$ cat src/spq_pkg.sv
// Shared constants and types for the sorted priority queue.
package spq_pkg;

    localparam int QUEUE_DEPTH = 16;
    localparam int ADDR_W      = $clog2(QUEUE_DEPTH);
    localparam int CNT_W       = $clog2(QUEUE_DEPTH + 1);
    localparam int PRIO_W      = 16;
    localparam int DATA_W      = 32;
    localparam int STATUS_W    = 2;
    localparam int COUNT_OUT_W = 5;

    localparam logic OP_INSERT = 1'b0;
    localparam logic OP_REMOVE = 1'b1;

    localparam logic [STATUS_W-1:0] ST_OK    = 2'd0;
    localparam logic [STATUS_W-1:0] ST_FULL  = 2'd1;
    localparam logic [STATUS_W-1:0] ST_EMPTY = 2'd2;

    typedef struct packed {
        logic signed [PRIO_W-1:0] prio;
        logic        [DATA_W-1:0] data;
    } entry_t;

    typedef enum logic [2:0] {
        S_IDLE = 3'b001,
        S_INS  = 3'b010,
        S_REM  = 3'b100
    } state_t;

endpackage

$ cat src/sorted_priority_queue.sv
// Sorted priority queue: entry store in one synchronous RAM, head cached in registers.
//
// Usage: drive operation, priority_req and payload with start high; the
// transaction is taken at a clock edge where start is high and busy is low.
// Insert (operation 0) places the entry ahead of all entries of lower or
// equal priority; remove (operation 1) takes out the highest entry.
// Every transaction gives exactly one result, shown for one cycle with done
// high: status, the removed entry (zero unless a remove succeeded), the head
// after the transaction (zero if empty), head_valid and entry_count.
// Flow: refused transactions, an insert into an empty queue and a remove
// leaving the queue empty give done in the cycle after acceptance, with busy
// never raised. Otherwise the RAM is walked one entry per cycle with a
// read-compare-write loop: an insert walks down from the tail, shifting entries
// of lower or equal priority up; a remove shifts each entry behind the head down.
// A new transaction may be accepted in the cycle its predecessor's done shows.
// The receiver cannot stall: done is a strobe and must be taken when shown.
// Reset empties the queue at once; RAM contents are not cleared, as only
// positions below the count are ever used.
module sorted_priority_queue (
    input  logic                                  clk,
    input  logic                                  rst_n,
    input  logic                                  start,
    input  logic                                  operation,
    input  logic signed [spq_pkg::PRIO_W-1:0]     priority_req,
    input  logic        [spq_pkg::DATA_W-1:0]     payload,
    output logic                                  busy,
    output logic                                  done,
    output logic        [spq_pkg::STATUS_W-1:0]   status,
    output logic signed [spq_pkg::PRIO_W-1:0]     removed_priority,
    output logic        [spq_pkg::DATA_W-1:0]     removed_payload,
    output logic                                  head_valid,
    output logic signed [spq_pkg::PRIO_W-1:0]     head_priority,
    output logic        [spq_pkg::DATA_W-1:0]     head_payload,
    output logic        [spq_pkg::COUNT_OUT_W-1:0] entry_count
);
    import spq_pkg::*;

    state_t                state_reg, state_next;
    logic [CNT_W-1:0]      count_reg, count_next;
    logic [ADDR_W-1:0]     idx_reg, idx_next;
    entry_t                head_reg, head_next;
    entry_t                new_reg, new_next;
    entry_t                rem_reg, rem_next;

    entry_t                mem [QUEUE_DEPTH];
    entry_t                rdata_reg;
    logic                  mem_we;
    logic [ADDR_W-1:0]     mem_wa;
    logic [ADDR_W-1:0]     mem_ra;
    entry_t                mem_wd;

    logic                  finish;
    logic [STATUS_W-1:0]   status_v;

    logic                  done_reg;
    logic [STATUS_W-1:0]   status_reg;
    entry_t                removed_reg;
    logic                  head_valid_reg;
    entry_t                head_out_reg;
    logic [CNT_W-1:0]      count_out_reg;

    entry_t                req_entry;

    assign req_entry = '{prio: priority_req, data: payload};
    assign busy      = (state_reg != S_IDLE);

    always_comb
    begin
        state_next = state_reg;
        count_next = count_reg;
        idx_next   = idx_reg;
        head_next  = head_reg;
        new_next   = new_reg;
        rem_next   = rem_reg;
        mem_we     = 1'b0;
        mem_wa     = idx_reg;
        mem_wd     = new_reg;
        mem_ra     = idx_reg;
        finish     = 1'b0;
        status_v   = ST_OK;
        case (state_reg)
            S_IDLE:
            begin
                if (start)
                begin
                    if (operation == OP_INSERT)
                    begin
                        rem_next = '0;
                        new_next = req_entry;
                        if (count_reg == CNT_W'(QUEUE_DEPTH))
                        begin
                            status_v = ST_FULL;
                            finish   = 1'b1;
                        end
                        else if (count_reg == '0)
                        begin
                            mem_we     = 1'b1;
                            mem_wa     = '0;
                            mem_wd     = req_entry;
                            head_next  = req_entry;
                            count_next = CNT_W'(1);
                            finish     = 1'b1;
                        end
                        else
                        begin
                            // walk down from the tail, shifting lower or equal entries up
                            idx_next   = ADDR_W'(count_reg);
                            mem_ra     = ADDR_W'(count_reg - CNT_W'(1));
                            state_next = S_INS;
                        end
                    end
                    else
                    begin
                        if (count_reg == '0)
                        begin
                            rem_next = '0;
                            status_v = ST_EMPTY;
                            finish   = 1'b1;
                        end
                        else
                        begin
                            rem_next = head_reg;
                            if (count_reg == CNT_W'(1))
                            begin
                                count_next = '0;
                                finish     = 1'b1;
                            end
                            else
                            begin
                                idx_next   = ADDR_W'(1);
                                mem_ra     = ADDR_W'(1);
                                state_next = S_REM;
                            end
                        end
                    end
                end
            end
            S_INS:
            begin
                mem_we = 1'b1;
                mem_wa = idx_reg;
                if (idx_reg == '0)
                begin
                    mem_wd     = new_reg;
                    head_next  = new_reg;
                    count_next = count_reg + CNT_W'(1);
                    finish     = 1'b1;
                    state_next = S_IDLE;
                end
                else if (rdata_reg.prio > new_reg.prio)
                begin
                    mem_wd     = new_reg;
                    count_next = count_reg + CNT_W'(1);
                    finish     = 1'b1;
                    state_next = S_IDLE;
                end
                else
                begin
                    // reads idx-2 while writing idx: never the same entry
                    mem_wd   = rdata_reg;
                    idx_next = idx_reg - ADDR_W'(1);
                    mem_ra   = idx_reg - ADDR_W'(2);
                end
            end
            S_REM:
            begin
                mem_we = 1'b1;
                mem_wa = idx_reg - ADDR_W'(1);
                mem_wd = rdata_reg;
                if (idx_reg == ADDR_W'(1))
                begin
                    head_next = rdata_reg;
                end
                if (CNT_W'(idx_reg) + CNT_W'(1) == count_reg)
                begin
                    count_next = count_reg - CNT_W'(1);
                    finish     = 1'b1;
                    state_next = S_IDLE;
                end
                else
                begin
                    idx_next = idx_reg + ADDR_W'(1);
                    mem_ra   = idx_reg + ADDR_W'(1);
                end
            end
            default:
            begin
                state_next = S_IDLE;
            end
        endcase
    end

    always_ff @(posedge clk)
    begin
        if (mem_we)
        begin
            mem[mem_wa] <= mem_wd;
        end
        rdata_reg <= mem[mem_ra];
    end

    always_ff @(posedge clk or negedge rst_n)
    begin
        if (!rst_n)
        begin
            state_reg <= S_IDLE;
            count_reg <= '0;
            done_reg  <= 1'b0;
        end
        else
        begin
            state_reg <= state_next;
            count_reg <= count_next;
            done_reg  <= finish;
        end
    end

    always_ff @(posedge clk)
    begin
        idx_reg  <= idx_next;
        head_reg <= head_next;
        new_reg  <= new_next;
        rem_reg  <= rem_next;
        if (finish)
        begin
            status_reg     <= status_v;
            removed_reg    <= rem_next;
            head_valid_reg <= (count_next != '0);
            head_out_reg   <= (count_next != '0) ? head_next : '0;
            count_out_reg  <= count_next;
        end
    end

    assign done             = done_reg;
    assign status           = status_reg;
    assign removed_priority = removed_reg.prio;
    assign removed_payload  = removed_reg.data;
    assign head_valid       = head_valid_reg;
    assign head_priority    = head_out_reg.prio;
    assign head_payload     = head_out_reg.data;
    assign entry_count      = COUNT_OUT_W'(count_out_reg);

    a_count_bound: assert property (@(posedge clk) disable iff (!rst_n)
        count_reg <= CNT_W'(QUEUE_DEPTH))
        else $error("entry count above depth");

    a_busy_ends_with_result: assert property (@(posedge clk) disable iff (!rst_n)
        $fell(busy) |-> done)
        else $error("walk ended without a result");

    a_head_valid_matches_count: assert property (@(posedge clk) disable iff (!rst_n)
        done |-> (head_valid == (entry_count != '0)))
        else $error("head_valid disagrees with entry_count");

    a_rem_index_in_range: assert property (@(posedge clk) disable iff (!rst_n)
        (state_reg == S_REM) |-> (CNT_W'(idx_reg) < count_reg))
        else $error("remove walk beyond the last entry");

    a_write_below_count: assert property (@(posedge clk) disable iff (!rst_n)
        mem_we |-> (CNT_W'(mem_wa) <= count_reg))
        else $error("RAM write beyond the occupied range");

endmodule

$ cat config.mk
export PLATFORM = sky130hd
export DESIGN_NAME = sorted_priority_queue
export DESIGN_NICKNAME = d
export VERILOG_FILES = /design/src/spq_pkg.sv /design/src/sorted_priority_queue.sv
export SDC_FILE = /design/constraint.sdc
export NUM_CORES = 1
export LEC_CHECK = 0
export BUFFER_PORTS_ARGS = -buffer_cell sky130_fd_sc_hd__buf_2
export CELL_PAD_IN_SITES_DETAIL_PLACEMENT = 2
export CELL_PAD_IN_SITES_GLOBAL_PLACEMENT = 2
export CORE_UTILIZATION = 30
export DETAILED_ROUTE_END_ITERATION = 16
export GPL_TIMING_DRIVEN = 0
export MAX_ROUTING_LAYER = met4
export PLACE_DENSITY = 0.56
export RECOVER_POWER = 50
export SYNTH_ARGS = -nofsm -noshare
export SYNTH_HDL_FRONTEND = slang
export SYNTH_SLANG_ARGS = --single-unit
$ cat constraint.sdc
create_clock -name clk -period 12.5 [get_ports clk]
set_input_delay 1.25 -clock clk [delete_from_list [all_inputs] [get_ports clk]]
set_output_delay 1.25 -clock clk [all_outputs]
set_load 0.005 [all_outputs]
==> results.py <==
metrics = {
    "outcome": {
        "outcome": "complete, but fails checks",
        "violations": "capacitance limit, slew limit",
    },
    "synthesis": {
        "synth-edff-count": 924,
        "ys_warn_count": 0,
        "syn_nets": 2332,
        "async_flop_share_pct": 0.836,
        "synthesis.area_mm2": 0.0417,
        "synth_top_cell_area_share_pct": 66.5,
        "synth_cell_types": 70,
        "synth_area_leaders": "edfxtp_1, mux4_2, dfxtp_1",
        "synthFlopType": "edfxtp_1",
        "syn_area_per_cell_um2": 18.5,
        "ys_ff_latch": 1077,
        "yosysSeqAreaShare_pct": 74.0,
        "synth_top_cell_by_area": "edfxtp_1",
        "syn_inst": 2255,
    },
    "finish": {
        "final_cell_mix": "edfxtp_1, clkbuf_1, mux4_2, mux2i_1, dfxtp_1",
        "drive_gt1_share_pct": 17.8,
        "syn_to_final_growth_pct": 17.7,
        "final_cells": 4477,
        "fin_util_pct": 35.7,
        "final_nets": 2661,
        "top_register": "mem",
        "layout_commonest_cell": "edfxtp_1",
        "largest_register_ff_count": 768,
    },
    "sta": {
        "setup_violations": 0,
        "setup_ws_ps": 4390,
        "fmax_ghz": 0.123,
        "skew_ps": 42.3,
        "worstMarginPinSlew_ps": 2140,
        "drv_slew": 260,
        "final_hold_viol_count": 0,
        "rsz0062_at_grt": "no",
        "timing.final.crit_period_ps": 8110,
        "relSlewSlack_pct": -43.5,
        "period_share_pct": 64.9,
    },
    "global_route": {
        "overflow": 0,
        "grt_use_total_pct": 19.2,
        "grt_pass1_wl_mm": 188,
        "antenna_found_initial": 6,
        "grt_pass1_vias": 25000,
        "grt_max_degree": 35,
    },
    "pwr": {
        "p_sw_w": 0.00520,
        "p_int_w": 0.00889,
        "switching_share_pct": 36.9,
        "clockPowerShare_pct": 24.3,
        "leakagePower_nw": 16.4,
        "cellPowerDensity_mw_per_mm2": 287,
        "pwr-share-comb_pct": 38.9,
        "peakVddDrop_mv": 0.117,
        "seqPwrFrac_pct": 36.8,
    },
    "clocking": {
        "path_clk_slew_ps": 70,
        "hold_buffers": 0,
        "clock-root-buffer": "clkbuf_16",
        "clk_latency_ps": 730,
        "cts_tree": "yes",
        "cts_setup_buffers": 0,
        "cts_made_buffers": 112,
        "cts_resized": 0,
        "cts_max_level": 3,
        "clock_path_buffers": 3,
        "clock-sinks": 1077,
    },
    "die": {
        "fp.dieH_um": 375,
        "core-area_mm2": 0.138,
        "ios": 158,
        "dieWidth_um": 375,
        "row_count": 136,
        "start_util_pct": 30.3,
        "dieArea_mm2": 0.140,
    },
    "hold_path": {
        "min-delay-path-class": "register to register",
        "worstHoldStart": "head_reg[21]$_DFF_P_",
    },
    "detailed_routing": {
        "first_iter_violations": 1830,
        "avgRoutedWirePerCell_um": 29.3,
        "wirelength_mm": 131,
        "via_per_inst": 5.14,
        "final_antenna_net_count": 0,
        "dr.pass1.iters": 6,
        "dr_total_vias": 23000,
        "drcViolationCount": 0,
    },
    "setup_path": {
        "critPathMaxFanout": 34,
        "path_cells": "clkbuf_1 > nor2b_1 > nor2b_1 > nand2_1 > clkbuf_1 > o21ai_0 > clkbuf_1 > clkbuf_1 > clkbuf_1",
        "path_class": "register to register",
        "critPathMostFrequentCell": "clkbuf_1",
        "critPathLaunch": "state_reg[0]$_DFFE_PN1P_",
        "critPathRequiredTime_ps": 12810,
        "end_kind": "register",
        "cp-start-kind": "register",
        "arrival_ps": 8420,
        "worst_path_largest_cell_delay_ps": 1380,
        "reg2reg_from": "state_reg[0]$_DFFE_PN1P_",
        "slowest_stage": "clkbuf_1",
    },
    "placed_design": {
        "dp.cells": 4263,
        "portBuffers": 157,
        "routabilityCongestion": 0.841,
        "place_hpwl_mm": 91.8,
        "pre_cts_ws_ps": 5770,
    },
    "run": {
        "cap_violations": 14,
    },
}
-- through the flow --
step                hold slack, ps  TNS, ps  power (W)  instance area (um2)
floorplan                      434        0    0.00867                41700
global placement               452   -80740     0.0108                44700
detailed placement             455        0     0.0110                45800
CTS                            367        0     0.0144                49600
global route                   485        0     0.0148                49100
finish                         463        0     0.0141                49100
-- cell families after synthesis --
family,Yosys count,synth area share [%]
fa+ha+maj,25,0.750
buf+inv,185,1.85
mux,346,14.1
compound gates,371,6.19
flops,1077,74.0
xor+xnor,12,0.288
simple gates,239,2.85
-- area by class of cell --
class / count / area, um2
clock buffers: 149 / 3100
well taps: 1794 / 2240
flip-flops and latches: 1077 / 30900
plain buffers: 134 / 564
repair buffers: 215 / 1330
clock inverters: 62 / 683
inverters: 51 / 191
multi-input cells: 993 / 10100
fillers: 13500 / 88600
diodes: 2 / 5.00
-- worst paths after layout --
kind                                             endpoint  slack (ps)  depth (start not counted)
hold reg to reg                      head_reg[21]$_DFF_P_         460                          2
min in group asynchronous        state_reg[1]$_DFFE_PN0P_         540                          1
max in group asynchronous          count_reg[0]$_DFF_PN0_       11560                          1
setup / recovery           head_payload[10]$_SDFFCE_PN0P_        4390                          9
setup reg to reg           head_payload[10]$_SDFFCE_PN0P_        4390                          9
hold / removal                       head_reg[21]$_DFF_P_         460                          2
-- worst max-delay path: cells and delay by family, from the launching register on --
kind / cells / cell delay [ps]
AO/OA/AOI/OAI: 1 / 1360
flip-flops: 1 / 510
buffers and inverters: 5 / 4520
AND/OR/NAND/NOR: 3 / 1280
-- cells in the mapped netlist (3+ instances only) --
cell / n
edfxtp_1: 924
mux4_2: 192
mux2i_1: 154
dfxtp_1: 144
nand2_1: 101
clkbuf_1: 80
o21ai_0: 74
a21oi_1: 72
a31oi_1: 54
a22o_1: 50
inv_1: 50
and2_1: 42
buf_2: 35
nor2_1: 35
a222oi_1: 33
a22oi_1: 29
ha_1: 25
buf_1: 12
a221o_1: 11
and2_4: 10
nor3_1: 9
xnor2_1: 9
dfrtp_1: 8
nand3_1: 7
nand4_1: 7
o211ai_1: 6
buf_4: 5
nand3b_1: 5
a21o_1: 4
and3_1: 4
nor2b_1: 4
o221ai_1: 4
o22ai_1: 4
o31a_1: 4
nor3b_1: 3
-- power by group through the flow --
| stage | Combinational (W) | Clock, W | Sequential (W) |
|---|---|---|---|
| floorplan | 0.00350 | 0 | 0.00517 |
| global placement | 0.00546 | 0 | 0.00532 |
| detailed placement | 0.00575 | 0 | 0.00524 |
| CTS | 0.00577 | 0.00350 | 0.00517 |
| global route | 0.00591 | 0.00362 | 0.00523 |
| finish | 0.00548 | 0.00342 | 0.00519 |
-- routing by layer --
layer	vias to the layer above	global-route usage [%]	wire, um
li1	9838	-	-
met1	12500	25.1	57600
met2	580	31.7	65100
met3	149	2.18	5700
met4	0	5.06	2790
met5	-	-	0
No activity file was read; power rests on OpenSTA's default activity.
